**config.mk**
```make
export PLATFORM = sky130hd
export DESIGN_NAME = double_ended_tls_block_allocator
export DESIGN_NICKNAME = d
export VERILOG_FILES = /design/src/design/dtba_pkg.sv /design/src/design/dtba_cfg.sv /design/src/design/dtba_core.sv /design/src/design/double_ended_tls_block_allocator.sv
export SDC_FILE = /design/constraint.sdc
export NUM_CORES = 1
export LEC_CHECK = 0
export BUFFER_PORTS_ARGS = -buffer_cell sky130_fd_sc_hd__buf_2
export CAP_MARGIN = 0
export CORE_ASPECT_RATIO = 1.1
export CORE_MARGIN = 4
export CORE_UTILIZATION = 55
export DETAILED_ROUTE_END_ITERATION = 10
export PLACE_DENSITY = 0.73
export SYNTH_ARGS = -nofsm -noshare
export SYNTH_HDL_FRONTEND = slang
export SYNTH_HIERARCHICAL = 1
export SYNTH_SLANG_ARGS = --single-unit
```
**constraint.sdc**
```tcl
create_clock -name clk -period 10.9 [get_ports clk]
set_input_delay 0 -clock clk [delete_from_list [all_inputs] [get_ports clk]]
set_output_delay 0 -clock clk [all_outputs]
set_load 0.01 [all_outputs]
```
**src/design/dtba_pkg.sv**
```systemverilog
// Package for the double-ended TLS block allocator.
// Holds sizing constants, status and register codes, payload structs and the
// alignment mask helper. No dependencies.
package dtba_pkg;

    localparam int PAD_BYTES  = 1048576;
    localparam int MAX_ALIGN  = 64;
    localparam int MAX_BLOCKS = 64;
    localparam int TCB_GAP    = 16;

    // Seat of the pad in the above-TP layout: TCB gap rounded up to MAX_ALIGN
    localparam int SEAT = ((TCB_GAP + MAX_ALIGN - 1) / MAX_ALIGN) * MAX_ALIGN;

    localparam int OP_W      = 1;
    localparam int SIZE_W    = 24;
    localparam int ALIGN_IN_W = 8;
    localparam int IMAGE_W   = 6;
    localparam int OFF_W     = 43;
    localparam int PAD_W     = 42;
    localparam int ST_W      = 3;
    localparam int EXT_W     = $clog2(PAD_BYTES) + 1;
    localparam int CNT_W     = $clog2(MAX_BLOCKS + 1);
    localparam int ALIGN_W   = $clog2(MAX_ALIGN);
    localparam int SUM_W     = SIZE_W + 2;
    localparam int CFG_IDX_W = 1;

    localparam logic [ST_W-1:0] ST_OK          = 3'd0;
    localparam logic [ST_W-1:0] ST_ALIGN_BIG   = 3'd1;
    localparam logic [ST_W-1:0] ST_EXHAUSTED   = 3'd2;
    localparam logic [ST_W-1:0] ST_EXEC_PLACED = 3'd3;
    localparam logic [ST_W-1:0] ST_UNSEATED    = 3'd4;
    localparam logic [ST_W-1:0] ST_NO_ROOM     = 3'd5;

    localparam logic [OP_W-1:0] OP_LIBRARY    = 1'b0;
    localparam logic [OP_W-1:0] OP_EXECUTABLE = 1'b1;

    localparam logic LAYOUT_BELOW = 1'b0;
    localparam logic LAYOUT_ABOVE = 1'b1;

    localparam logic [CFG_IDX_W-1:0] REG_LAYOUT_MODE = 1'b0;
    localparam logic [CFG_IDX_W-1:0] REG_PAD_OFFSET  = 1'b1;

    localparam logic [PAD_W-1:0] PAD_OFFSET_RESET = PAD_W'(0) - PAD_W'(PAD_BYTES);
    localparam logic [PAD_W-1:0] PAD_SEAT_ABOVE   = PAD_W'(SEAT);

    typedef struct packed {
        logic [OP_W-1:0]       op;
        logic [SIZE_W-1:0]     block_size;
        logic [ALIGN_IN_W-1:0] block_align;
        logic [IMAGE_W-1:0]    image_low;
    } dtba_req_t;

    typedef struct packed {
        logic signed [OFF_W-1:0] block_offset;
        logic [ST_W-1:0]         status;
    } dtba_rsp_t;

    typedef struct packed {
        logic                    layout_mode;
        logic signed [PAD_W-1:0] pad_offset;
    } dtba_cfg_t;

    typedef struct packed {
        logic [EXT_W-1:0] library_extent;
        logic [EXT_W-1:0] executable_extent;
        logic             executable_placed;
        logic [CNT_W-1:0] blocks_reserved;
    } dtba_state_t;

    // Alignment minus one, with non-powers of two rounded up. Zero means 1.
    // Caller guarantees align <= MAX_ALIGN.
    function automatic logic [ALIGN_W-1:0] align_mask(input logic [ALIGN_IN_W-1:0] align);
        logic [ALIGN_IN_W-1:0] dec;
        logic [ALIGN_W-1:0]    m;
        dec = align - ALIGN_IN_W'(1);
        m   = (align == '0) ? '0 : dec[ALIGN_W-1:0];
        for (int i = ALIGN_W - 2; i >= 0; i--)
        begin
            m[i] = m[i] | m[i+1];
        end
        return m;
    endfunction

endpackage

```
**src/design/dtba_cfg.sv**
```systemverilog
// Configuration registers of the block allocator: layout mode and pad offset.
// Depends on dtba_pkg.
module dtba_cfg (
    input  logic                           clk,
    input  logic                           rst_n,
    input  logic                           cfg_we,
    input  logic [dtba_pkg::CFG_IDX_W-1:0] cfg_index,
    input  logic [dtba_pkg::PAD_W-1:0]     cfg_wdata,
    output dtba_pkg::dtba_cfg_t            cfg
);
    import dtba_pkg::*;

    logic             layout_mode_reg;
    logic [PAD_W-1:0] pad_offset_reg;

    always_ff @(posedge clk or negedge rst_n)
    begin
        if (!rst_n)
        begin
            layout_mode_reg <= LAYOUT_BELOW;
            pad_offset_reg  <= PAD_OFFSET_RESET;
        end
        else if (cfg_we)
        begin
            unique case (cfg_index)
                REG_LAYOUT_MODE: layout_mode_reg <= cfg_wdata[0];
                REG_PAD_OFFSET:  pad_offset_reg  <= cfg_wdata;
                default:         layout_mode_reg <= layout_mode_reg;
            endcase
        end
    end

    assign cfg.layout_mode = layout_mode_reg;
    assign cfg.pad_offset  = $signed(pad_offset_reg);

endmodule

```
**src/design/dtba_core.sv**
```systemverilog
// Allocation datapath: checks one request against the current extents and
// produces the response and the next allocator state. Depends on dtba_pkg.
module dtba_core (
    input  dtba_pkg::dtba_req_t   req,
    input  dtba_pkg::dtba_cfg_t   cfg,
    input  dtba_pkg::dtba_state_t state,
    output dtba_pkg::dtba_rsp_t   rsp,
    output dtba_pkg::dtba_state_t state_next
);
    import dtba_pkg::*;

    logic [ALIGN_W-1:0] amask;
    logic [ALIGN_W-1:0] lmask;
    logic [SUM_W-1:0]   size_w;
    logic [SUM_W-1:0]   lib_w;
    logic [SUM_W-1:0]   exe_w;
    logic [SUM_W-1:0]   lmask_w;
    logic [SUM_W-1:0]   amask_w;
    logic [OFF_W-1:0]   pad_w;

    logic [SUM_W-1:0]   lib_start;
    logic [SUM_W-1:0]   lib_ext;
    logic [OFF_W-1:0]   lib_off;
    logic [SUM_W-1:0]   exe_ext;
    logic [SUM_W-1:0]   exe_span;
    logic [OFF_W-1:0]   exe_off;
    logic [SUM_W-1:0]   exe_pos;
    logic [SUM_W-1:0]   exe_end;
    logic               seated;
    logic               lib_room;
    logic               exe_room;

    always_comb
    begin
        amask   = align_mask(req.block_align);
        lmask   = amask | ALIGN_W'(7);
        size_w  = SUM_W'(req.block_size);
        lib_w   = SUM_W'(state.library_extent);
        exe_w   = SUM_W'(state.executable_extent);
        lmask_w = SUM_W'(lmask);
        amask_w = SUM_W'(amask);
        pad_w   = {{(OFF_W-PAD_W){cfg.pad_offset[PAD_W-1]}}, cfg.pad_offset};

        // Library blocks: packed from the far end of the pad
        lib_start = (lib_w + lmask_w) & ~lmask_w;
        if (cfg.layout_mode == LAYOUT_BELOW)
        begin
            lib_ext = lib_start + size_w;
            lib_off = pad_w + OFF_W'(lib_start);
        end
        else
        begin
            lib_ext = (lib_w + size_w + lmask_w) & ~lmask_w;
            lib_off = pad_w + OFF_W'(PAD_BYTES) - OFF_W'(lib_ext);
        end
        lib_room = (lib_ext + exe_w) <= SUM_W'(PAD_BYTES);

        // Executable block: at the thread-pointer end, congruent with the image
        exe_span = size_w + ((SUM_W'(0) - size_w - SUM_W'(req.image_low)) & amask_w);
        exe_pos  = SUM_W'(TCB_GAP)
                 + ((SUM_W'(req.image_low) - SUM_W'(TCB_GAP)) & amask_w);
        exe_end  = exe_pos + size_w;
        if (cfg.layout_mode == LAYOUT_BELOW)
        begin
            seated  = (cfg.pad_offset == PAD_OFFSET_RESET);
            exe_ext = exe_span;
            exe_off = OFF_W'(0) - OFF_W'(exe_span);
        end
        else
        begin
            seated  = (cfg.pad_offset == PAD_SEAT_ABOVE);
            exe_ext = (exe_end > SUM_W'(SEAT)) ? exe_end - SUM_W'(SEAT) : '0;
            exe_off = OFF_W'(exe_pos);
        end
        exe_room = (exe_ext + lib_w) <= SUM_W'(PAD_BYTES);

        rsp.block_offset = '0;
        rsp.status       = ST_OK;
        state_next       = state;

        priority if (req.block_align > ALIGN_IN_W'(MAX_ALIGN))
        begin
            rsp.status = ST_ALIGN_BIG;
        end
        else if (state.blocks_reserved >= CNT_W'(MAX_BLOCKS))
        begin
            rsp.status = ST_EXHAUSTED;
        end
        else if (req.op == OP_LIBRARY)
        begin
            if (!lib_room)
            begin
                rsp.status = ST_NO_ROOM;
            end
            else
            begin
                rsp.block_offset           = $signed(lib_off);
                state_next.library_extent  = lib_ext[EXT_W-1:0];
                state_next.blocks_reserved = state.blocks_reserved + CNT_W'(1);
            end
        end
        else if (state.executable_placed)
        begin
            rsp.status = ST_EXEC_PLACED;
        end
        else if (!seated)
        begin
            rsp.status = ST_UNSEATED;
        end
        else if (!exe_room)
        begin
            rsp.status = ST_NO_ROOM;
        end
        else
        begin
            rsp.block_offset             = $signed(exe_off);
            state_next.executable_extent = exe_ext[EXT_W-1:0];
            state_next.executable_placed = 1'b1;
            state_next.blocks_reserved   = state.blocks_reserved + CNT_W'(1);
        end
    end

endmodule

```
**src/design/double_ended_tls_block_allocator.sv**
```systemverilog
// Double-ended TLS block allocator, top level: request register, allocator
// state and result register around dtba_core; config in dtba_cfg. Uses dtba_pkg.
// The result strobe follows start through the request register, then the result register.
// Throughput: one request per cycle; busy never rises, state updates on each request.
// Reset clears the extents, the block count and the placed flag, and sets the
// layout to below-TP with the pad ending at the thread pointer.
// Results cannot be stalled: each is shown for one cycle with done high.
module double_ended_tls_block_allocator (
    input  logic                            clk,
    input  logic                            rst_n,
    input  logic                            start,
    output logic                            busy,
    input  dtba_pkg::dtba_req_t             request,
    output logic                            done,
    output dtba_pkg::dtba_rsp_t             result,
    input  logic                            cfg_we,
    input  logic [dtba_pkg::CFG_IDX_W-1:0]  cfg_index,
    input  logic [dtba_pkg::PAD_W-1:0]      cfg_wdata
);
    import dtba_pkg::*;

    dtba_cfg_t   cfg;
    dtba_req_t   req_reg;
    logic        valid_reg;
    dtba_state_t state_reg;
    dtba_state_t state_next;
    dtba_rsp_t   rsp_next;
    dtba_rsp_t   rsp_reg;
    logic        done_reg;

    dtba_cfg u_cfg (
        .clk       (clk),
        .rst_n     (rst_n),
        .cfg_we    (cfg_we),
        .cfg_index (cfg_index),
        .cfg_wdata (cfg_wdata),
        .cfg       (cfg)
    );

    dtba_core u_core (
        .req        (req_reg),
        .cfg        (cfg),
        .state      (state_reg),
        .rsp        (rsp_next),
        .state_next (state_next)
    );

    assign busy = 1'b0;

    always_ff @(posedge clk or negedge rst_n)
    begin
        if (!rst_n)
        begin
            valid_reg <= 1'b0;
            done_reg  <= 1'b0;
            state_reg <= '0;
        end
        else
        begin
            valid_reg <= start && !busy;
            done_reg  <= valid_reg;
            if (valid_reg)
            begin
                state_reg <= state_next;
            end
        end
    end

    always_ff @(posedge clk)
    begin
        if (start && !busy)
        begin
            req_reg <= request;
        end
        if (valid_reg)
        begin
            rsp_reg <= rsp_next;
        end
    end

    assign done   = done_reg;
    assign result = rsp_reg;

    // a strobe only follows an item held in the request register
    a_done_follows_item: assert property (@(posedge clk) disable iff (!rst_n)
        done |-> $past(valid_reg))
        else $error("result strobe without a request");

    a_fail_zero_offset: assert property (@(posedge clk) disable iff (!rst_n)
        (done && result.status != ST_OK) |-> result.block_offset == '0)
        else $error("failed request returned a nonzero offset");

    a_count_tracks_ok: assert property (@(posedge clk) disable iff (!rst_n)
        (done && result.status == ST_OK)
            |-> state_reg.blocks_reserved == $past(state_reg.blocks_reserved) + CNT_W'(1))
        else $error("block count did not advance on success");

    a_count_bound: assert property (@(posedge clk) disable iff (!rst_n)
        state_reg.blocks_reserved <= CNT_W'(MAX_BLOCKS))
        else $error("block count above limit");

    a_extents_fit: assert property (@(posedge clk) disable iff (!rst_n)
        (SUM_W'(state_reg.library_extent) + SUM_W'(state_reg.executable_extent))
            <= SUM_W'(PAD_BYTES))
        else $error("extents overlap");

endmodule
```
### Word level (Yosys, flattened, before mapping)

Cells that the tools add are included.
Widths: inputs -> output; s select.

| cells by class | value |
|---|---|
| add/subtract/negate cells | 19 |
| $lt $le $gt $ge | 5 |
| equal/unequal tests | 5 |
| mux-type cells | 22 |
| bitwise logic cells | 15 |
| reduce and logical (&&, ||, !) cells | 9 |

Operator list:

| cell | count |
|---|---|
| $mux 43 | 6 |
| $mux 26 | 3 |
| $add 26x21->26 | 2 |
| $add 26x24->26 | 2 |
| $and 26x26->26 | 2 |
| $and 26x6->26 | 2 |
| $le 26x21->1 const B | 2 |
| $mux 46 | 1 |
| $add 42x22->43 const B | 1 |
| $add 42x27->43 | 1 |
| $sub 43x26->43 | 1 |
| $eq 42x42->1 const B | 1 |
| $eq 42x7->1 const B | 1 |
| $sub 1x26->27 const A | 1 |
| $add 24x26->26 | 1 |
| $add 26x6->26 | 1 |
| $add 5x26->26 const A | 1 |
| $gt 26x7->1 const B | 1 |
| $not 6->26 | 1 |
| $sub 26x6->26 | 1 |
| $sub 26x7->26 const B | 1 |
| $add 21x24->25 | 1 |
| $sub 1x24->25 const A | 1 |
| $mux 8 | 3 |
| 22 further kinds | 37 |

| storage, ports and cells | value |
|---|---|
| register bits | 180 |
| output and inout bits | 48 |

### Logic depth before layout (Yosys ltp)

Gate-level depths: netlist (run 1).

| logic depth | value |
|---|---|
| word-level depth | 20 |
| mapped depth | 41 |
| gate-level depth less buffers | 40 |

### Hierarchy

Netlist (run 1), hierarchy kept.

Modules (own cells, without submodules):

| module | times used | cells an instance | area each (um2) | seq. area each (um2) |
|---|---|---|---|---|
| dtba_core | 1 | 1,996 | 13,867.0 | 0.0 |
| double_ended_tls_block_allocator | 1 | 195 | 4,727.0 | 3,853.7 |
| dtba_cfg | 1 | 93 | 1,808.0 | 1,103.6 |

### Worst setup path after synthesis (run 1)

No wires, ideal clock.

| path | value |
|---|---|
| kind | register to register |
| start point | reg req_reg[10] in the netlist's numbering |
| end point | reg state_reg[1] in the netlist's numbering |
| setup time | 0.125 ns |
| arrival time | 8.257 ns |
| data required time | 10.775 ns |
| setup slack | 2.518 ns |
| stages on the path, launching flop included | 39 |
| clock period less this slack | 8.382 ns |
| path through | edfxtp_1 -> nor3_1 -> nand3_1 -> nor2_1 -> a21oi_1 -> ha_1 -> o31a_1 -> o21a_1 -> o21a_1 -> o21a_1 -> and4_1 -> nand3_1 -> nor2_1 -> nand3_1 -> nor2_1 -> xor2_1 -> ha_1 -> nand2_1 -> [3 not listed] -> a21o_1 -> a21oi_1 -> xor2_1 -> o21ai_0 -> ha_1 -> or3b_2 -> nor4_1 -> nand4_1 -> a2111o_1 -> a2111oi_0 -> o2111ai_1 -> or4_1 -> o31a_1 -> a2111oi_4 -> nand2_1 -> o21ai_1 -> mux2_1 -> mux2_4 |

| on the way | value |
|---|---|
| longest elaborated chain between the ends | 17 |
| elaborated cells between the ends (all ways) | 33 |

RTL lines:

| element | RTL line | RTL |
|---|---|---|
| start, declared | double_ended_tls_block_allocator.sv:23 | `dtba_req_t req_reg;` |
| start signal, assigned | double_ended_tls_block_allocator.sv:73 | `req_reg <= request;` |
| $sub 6x1->6 or $logic_not 8->1 (tied branches) | dtba_pkg.sv:75, dtba_pkg.sv:76 |  |
| $mux 6 | dtba_pkg.sv:76 | `m = (align == '0) ? '0 : dec[ALIGN_W-1:0];` |
| $or 1x1->1 (5 in series) | dtba_pkg.sv:79 | `m[i] = m[i] \| m[i+1];` |
| $and 26x6->26 | dtba_core.sv:61 | `+ ((SUM_W'(req.image_low) - SUM_W'(TCB_GAP)) & amask_w);` |
| $add 5x26->26 | dtba_core.sv:61 |  |
| $add 26x24->26 | dtba_core.sv:62 | `exe_end = exe_pos + size_w;` |
| $sub 26x7->26 or $gt 26x7->1 (tied branches) | dtba_core.sv:72 | `exe_ext = (exe_end > SUM_W'(SEAT)) ? exe_end - SUM_W'(SEAT) : '0;` |
| $mux 26 | dtba_core.sv:72 |  |
| $mux 26 | dtba_core.sv:63 | `if (cfg.layout_mode == LAYOUT_BELOW)` |
| $add 26x21->26 | dtba_core.sv:75 | `exe_room = (exe_ext + lib_w) <= SUM_W'(PAD_BYTES);` |
| $le 26x21->1 | dtba_core.sv:75 |  |
| $ne 2x1->1 (no line) | - |  |
| $reduce_and 7->1 (no line) (*) | - |  |
| end signal, assigned | double_ended_tls_block_allocator.sv:64 | `state_reg <= state_next;` |
| end, declared | double_ended_tls_block_allocator.sv:25 | `dtba_state_t state_reg;` |

Mark *: on every way between the ends. The rest lies on a longest branch, timed or not.
A chain may end at the register's enable or synchronous reset.

### Worst setup path after layout (run 1)

| path | value |
|---|---|
| start point | reg req_reg[10] in the netlist's numbering |
| end point | reg state_reg[46] in the netlist's numbering |

| on the way | value |
|---|---|
| longest elaborated chain between the ends | 11 |
| elaborated cells between the ends (all ways) | 17 |

RTL lines:

| element | RTL line | RTL |
|---|---|---|
| $sub 6x1->6 or $logic_not 8->1 (tied branches) | dtba_pkg.sv:75, dtba_pkg.sv:76 |  |
| $mux 6 | dtba_pkg.sv:76 |  |
| $or 1x1->1 (2 in series) | dtba_pkg.sv:79 |  |
| $add 21x6->22 or $not 6->26 (tied branches) | dtba_core.sv:45, dtba_core.sv:53 |  |
| $and 26x26->26 | dtba_core.sv:45 | `lib_start = (lib_w + lmask_w) & ~lmask_w;` |
| $add 26x24->26 | dtba_core.sv:48 | `lib_ext = lib_start + size_w;` |
| $mux 26 | dtba_core.sv:46 | `if (cfg.layout_mode == LAYOUT_BELOW)` |
| $add 26x21->26 | dtba_core.sv:56 | `lib_room = (lib_ext + exe_w) <= SUM_W'(PAD_BYTES);` |
| $le 26x21->1 | dtba_core.sv:56 |  |
| $reduce_and 5->1 (no line) | - |  |

Several ways; a longest one is shown, not always the timed one.

==> results of run 1 <==
## cells by family (layout without fill, tap and decap cells)
group	after synthesis	in the layout
flip-flops	180	180
AO/OA/AOI/OAI	600	600
adder cells (fa/ha/maj)	235	235
AND/OR/NAND/NOR	707	707
other	1	2
multiplexers	157	157
buffers and inverters	188	375
XOR/XNOR	216	216
## critical path: cells and delay by family, from the launching register on
kind                       cells  cell delay (ns)
buffers and inverters          1             0.29
DFF                            1             0.45
adders and majority gates      3             1.08
xor gates and xnor gates       2             0.42
AOI/OAI and AO/OA             14             3.53
muxes                          2             0.64
and+or+nand+nor               16             3.69
## worst paths after layout
| path | to | startpoint | slack, ns |
|---|---|---|---|
| hold / removal | state_reg[0] | rst_n | 0.05 |
| min in group clk | valid_reg | start | 0.14 |
| setup reg to reg | state_reg[46] | req_reg[10] | 0.61 |
| setup / recovery | state_reg[46] | req_reg[10] | 0.61 |
| max in group asynchronous | valid_reg | rst_n | 9.57 |
| hold reg to reg | state_reg[28] | state_reg[28] | 0.56 |
## cells in the mapped netlist (33+ instances only)
cell type | number | share of area [%]
mux2_4 | 99 | 7.3
nand3_1 | 85 | 2.1
nor2_1 | 182 | 3.3
inv_1 | 113 | 2.1
xor2_1 | 82 | 3.5
clkbuf_1 | 40 | 0.74
nand2_1 | 147 | 2.7
ha_1 | 225 | 14
dfrtp_1 | 73 | 9.0
edfxtp_1 | 85 | 13
a21o_1 | 60 | 2.2
xnor2_1 | 133 | 5.7
o21a_1 | 42 | 1.5
nand4_1 | 33 | 1.0
a21oi_1 | 168 | 4.1
o21ai_0 | 106 | 2.6
nor3_1 | 59 | 1.4
## per-layer routing
layer	vias to the layer above	share of wire, %	GRT usage, %
met4	0	6.5	19.9
met5	-	0	0
li1	8813	-	-
met1	9070	40	41.2
met3	212	7.3	4.07
met2	950	46	53.3
## what timing repair did
item	in CTS	in global routing
hold endpoints to repair	122	0
hold buffers	84	0
setup endpoints to repair	0	30
gates resized for setup	0	3
buffers inserted	0	0
## power by group through the flow
stage	sequential, mW	combinational, mW	clock, mW
floorplan	0.887	2.35	0
global placement	0.962	3.06	0
detailed placement	0.965	3.10	0
CTS	0.952	3.15	0.657
global route	0.968	3.50	0.680
finish	0.958	3.23	0.642
## cell type report
type,instances,area (µm²),share of cell area [%]
clock inverter,11,113,0.494
multi-input combinational,1916,14600,63.9
antenna,1,2.50,0.0110
timing repair buffer,230,1610,7.08
inverter,113,424,1.86
sequential,180,4960,21.8
tap,487,609,2.67
clock buffer,21,493,2.16
## through the flow
| stage | instances | setup WS (ns) | hold WS, ns | cell area [µm²] |
|---|---|---|---|---|
| finish | 2959 | 0.615 | 0.0517 | 22800 |
| global route | 2958 | 0.132 | 0.0981 | 22800 |
| floorplan | 2284 | 2.52 | -0.296 | 20400 |
| CTS | 2958 | 0.580 | 0.0511 | 22800 |
| global placement | 2842 | 0.929 | 0.0112 | 21300 |
| detailed placement | 2842 | 0.613 | 0.0247 | 21300 |
## layout by cell type, fill, tap and decap left out, types with 12 or more instances in the layout
master,n
nor2_1,181
o21ai_0,106
nand2b_1,26
mux2_4,99
o211ai_1,19
mux2i_1,17
nor2b_1,31
buf_4,14
ha_1,225
xnor2_1,133
dfstp_2,22
a21o_1,60
mux2_2,29
nor3_1,59
o32ai_1,16
or3_1,17
dfrtp_1,71
nand3_1,85
inv_1,113
nor4_1,25
or2_2,16
dlygate4sd3_1,84
nand4_1,33
xor2_1,82
edfxtp_1,85
a21oi_1,168
buf_2,131
o31ai_1,16
a31oi_1,20
o22ai_1,23
nand2_1,146
and3_1,21
o21a_1,42
o21bai_1,17
mux2_1,12
clkbuf_16,19
a211oi_1,12
and2_1,15
==> impl_metrics.json, run 1 <==
{
  "die_w_um": 192,
  "place.gp.congestion": 0.986,
  "pwr_density_cell_nw_per_um2": 212,
  "power_mw": 4.83,
  "first_global_vias": 18400,
  "setup_viol": 0,
  "grt_pass1_wl_um": 102000,
  "yosysWarnings": 6,
  "synthXorXnorAreaFrac_pct": 9.31,
  "pwr-share-seq_pct": 19.8,
  "worstSkewPairLatency_ns": 0.47,
  "swShare_pct": 49.1,
  "netlist_area_um2": 20400,
  "grt_max_degree": 69,
  "cts_root_buf": "clkbuf_16",
  "antenna_found_initial": 0,
  "ys_seq_area_share_pct": 24.3,
  "ir_drop_mv": 0.159,
  "synth.net_count": 2605,
  "syn2layout_area_growth_pct": 11.7,
  "routed_wl_um": 67200,
  "muxShareOfSynthArea_pct": 10.4,
  "drc": 0,
  "drtIter0Drc": 1804,
  "synth_flop_cell": "edfxtp_1",
  "synth_top_family_by_area": "compound AO/OA/AOI/OAI gates",
  "drive_above_1_share_pct": 15.3,
  "cp_max_fo": 65,
  "outcome": "completed",
  "rsz0062_at_grt": "false",
  "synthCells": 2284,
  "grt.total_usage_pct": 32.6,
  "core_um2": 36400,
  "final.period_utilization_pct": 94.4,
  "cts.path.max_buffers": 2,
  "synth_edf_count": 85,
  "dr.pass1.iters": 6,
  "reg2regPathDepth": 38,
  "worstSetupPathType": "flop to flop",
  "maxSlewHeadroom_pct": 14.1,
  "comb_power_share_pct": 66.9,
  "routedWlPerCell_um": 22.7,
  "p_sw_mw": 2.38,
  "synth.avg_cell_area_um2": 8.93,
  "htree_levels": 4,
  "pwr-share-clk_pct": 13.3,
  "power.leakage_nw": 10.3,
  "synthArstFlopShare_pct": 52.8,
  "final_nets": 2779,
  "worstMarginPinSlew_ns": 1.28,
  "slew_viol_final": 0,
  "cp-start-kind": "flop",
  "cts_made_buffers": 17,
  "tritoncts": "yes",
  "die_area_um2": 40200,
  "fin_crit_ns": 10.29,
  "synthAdderAreaFrac_pct": 14.8,
  "worst-endpoint-required_ns": 11.26,
  "portBuffers": 132,
  "synthSimpleGateAreaFrac_pct": 17.4,
  "largest_reg_flops": 50,
  "intPower_mw": 2.46,
  "grt-ovfl-total": 0,
  "final_core_util_pct": 62.7,
  "finalHoldViolCount": 0,
  "place.detailed.hpwl_um": 51900,
  "worstSetupEndpointType": "flop",
  "num_io_pins": 134,
  "synth_compound_area_share_pct": 19.5,
  "ys_seq_elements": 180,
  "finalSetupTns_ns": 0,
  "ys_types": 97,
  "max_freq_ghz": 0.0972,
  "start_util_pct": 56.1,
  "rows": 73,
  "fillerInstances": 3175,
  "postRouteAntennaNets": 0,
  "path_clk_slew_ns": 0.07,
  "chipHeight_um": 210,
  "clock-skew-final_ns": 0.0114,
  "route.vias.total": 19000,
  "crit_slowest_cell": "a2111oi_1",
  "slowest_delay_ns": 0.50,
  "cp_data_arrival_time_ns": 10.65,
  "routed_via_density": 6.44,
  "cts.sinks": 180,
  "min_path_type": "input pin to async pin",
  "cap_violations": 0
}
Note: power is estimated with default switching activity, not from simulation.
==> inputs of run 2 (changes only) <==
==> constraint.sdc (replaced) <==
create_clock -name clk -period 12.8 [get_ports clk]
set_input_delay 0 -clock clk [delete_from_list [all_inputs] [get_ports clk]]
set_output_delay 0 -clock clk [all_outputs]
set_load 0.01 [all_outputs]
==> run 2 against run 1 <==
- sequential share of layout area is 0.055 points higher
- clock power is 15% lower
- cell count is 0.17% lower
- global-route usage is 1.2 points higher
- flip-flop and latch count stayed put
- first-iteration DRC count is 14% higher
- non-clock buffer count is 4 lower
- clock skew is 0.0039 ns higher
- critical endpoint is now state_reg[42]
- largest cell class unchanged
- largest power group unchanged
==> impl_metrics.json, run 2 (synthesis gave the netlist of run 1 again) <==
{
  "outcome": "completed",
  "worstSetupEndpointType": "flop",
  "critical_path.top_delay_family": "simple AND/OR/NAND/NOR gates",
  "cp_max_fo": 36,
  "syn2layout_area_growth_pct": 11.4,
  "cap_violations": 0,
  "start_util_pct": 56.1,
  "slew_viol_final": 0,
  "final_cell_mix": "ha_1 (225), nor2_1 (182), a21oi_1 (168)",
  "pwr-share-seq_pct": 19.7,
  "grt_pass1_wl_um": 106000,
  "max_freq_ghz": 0.0882,
  "antenna_found_initial": 0,
  "pwr-share-clk_pct": 13.3,
  "comb_power_share_pct": 67.0,
  "ir_drop_mv": 0.132,
  "htree_levels": 4,
  "routedWlPerCell_um": 23.5,
  "cts_made_buffers": 17,
  "setup_viol": 0,
  "cp-start-kind": "flop",
  "worstSetupPathType": "flop to flop",
  "insertedDiodeCount": 0,
  "finalWorstSetupSlack_ns": 1.46,
  "maxSlewHeadroom_pct": 9.50,
  "swShare_pct": 49.6,
  "place.detailed.hpwl_um": 53800,
  "place.gp.congestion": 1.00,
  "portBuffers": 132,
  "final_common_cell": "ha_1",
  "tritoncts": "yes",
  "chipHeight_um": 210,
  "power.leakage_nw": 10.3,
  "finalSetupTns_ns": 0,
  "final_core_util_pct": 62.5,
  "p_sw_mw": 2.04,
  "worstSkewPairLatency_ns": 0.48,
  "grt-ovfl-total": 0,
  "fin_crit_ns": 11.34,
  "routed_wl_um": 69500,
  "place_area_um2": 21300,
  "crit_buf_inv": 1,
  "num_io_pins": 134,
  "clock-skew-final_ns": 0.0153,
  "whs_ns": 0.0498,
  "dr.pass1.iters": 6,
  "rsz0062_at_grt": "false",
  "grt_max_degree": 78,
  "reg2regPathDepth": 38,
  "drc": 0,
  "reg2reg_from": "req_reg[10]",
  "drtIter0Drc": 2061,
  "drive_above_1_share_pct": 15.2,
  "fillerInstances": 3139,
  "first_global_vias": 18400,
  "die_w_um": 192,
  "rows": 73,
  "grt.total_usage_pct": 33.8,
  "largest_reg_flops": 50,
  "crit_slowest_cell": "nand2_2",
  "rrSetupSlack_ns": 1.46,
  "worstMarginPinSlew_ns": 1.35,
  "postRouteAntennaNets": 0,
  "intPower_mw": 2.07,
  "regToRegEndpoint": "state_reg[42]",
  "cp_data_arrival_time_ns": 11.70,
  "slowest_delay_ns": 0.60,
  "cts_root_buf": "clkbuf_16",
  "layout.cells.non_filler": 2954,
  "cts.path.max_buffers": 2,
  "dp.cells": 2839,
  "path_clk_slew_ns": 0.08,
  "pwr_density_cell_nw_per_um2": 181,
  "core_um2": 36400,
  "worst-endpoint-required_ns": 13.16,
  "power_mw": 4.11,
  "route.vias.total": 19000,
  "pre_cts_slack_ns": 1.84,
  "final.period_utilization_pct": 88.6,
  "cts.sinks": 180,
  "min_path_type": "input pin to async pin",
  "post-route-cell-area_um2": 22700,
  "final_nets": 2775,
  "routed_via_density": 6.43,
  "finalHoldViolCount": 0,
  "die_area_um2": 40200
}
==> run 2: cell count changes in the layout (fill, tap and decap cells not counted), sizes merged <==
cell and delta:
buf -3, clkbuf -4, clkinvlp +2, diode -1, dlygate4sd3 -1, inv +2
==> run 2: how the worst max path moves through the flow <==
stage,endpoint,from,slack [ns],depth (start not counted)
floorplan,state_reg[1],req_reg[10],4.42,38
global placement,state_reg[42],req_reg[10],1.80,38
detailed placement,state_reg[38],req_reg[10],1.84,38
CTS,state_reg[42],req_reg[10],1.77,38
global route,state_reg[40],req_reg[9],0.90,38
finish,state_reg[42],req_reg[10],1.46,38
==> run 2: cell type report <==
class	count	area, µm²	share of cell area [%]
well taps	487	609	2.68
clock buffers	17	425	1.87
inverters	113	424	1.87
multi-input cells	1916	14600	64.1
clock inverters	15	165	0.727
flip-flops and latches	180	4960	21.8
repair buffers	226	1580	6.93
==> run 2: repair_timing <==
item / 4_1_cts / 5_1_grt
endpoints found under the hold margin: 124 / 0
resized for setup: 0 / 0
setup buffers: 0 / 0
hold buffers: 83 / 0
==> run 2: layer usage <==
metal / routed length, µm / part of all wire [%] / GRT usage [%] / vias to the layer above
li1: - / - / - / 8788
met1: 28600 / 41 / 43.6 / 9122
met2: 32600 / 47 / 56.5 / 909
met3: 4590 / 6.6 / 4.19 / 181
met4: 3730 / 5.4 / 16.2 / 0
met5: 0 / 0 / 0 / -
==> run 2: power groups by stage <==
stage               registers, mW  clock network [mW]  logic [mW]
detailed placement          0.816                   0        2.64
global placement            0.816                   0        2.61
floorplan                   0.756                   0        2.00
finish                      0.810               0.547        2.76
global route                0.819               0.579        3.00
CTS                         0.806               0.555        2.68
==> run 2: worst register-to-register path, delay by kind of cell, from the launching register on <==
family                     cells  cell delay [ns]
AOI/OAI and AO/OA             14             3.80
xor gates and xnor gates       2             0.41
adders and majority gates      3             1.13
buffers and inverters          1             0.53
DFF                            1             0.44
muxes                          2             0.61
and+or+nand+nor               16             4.30
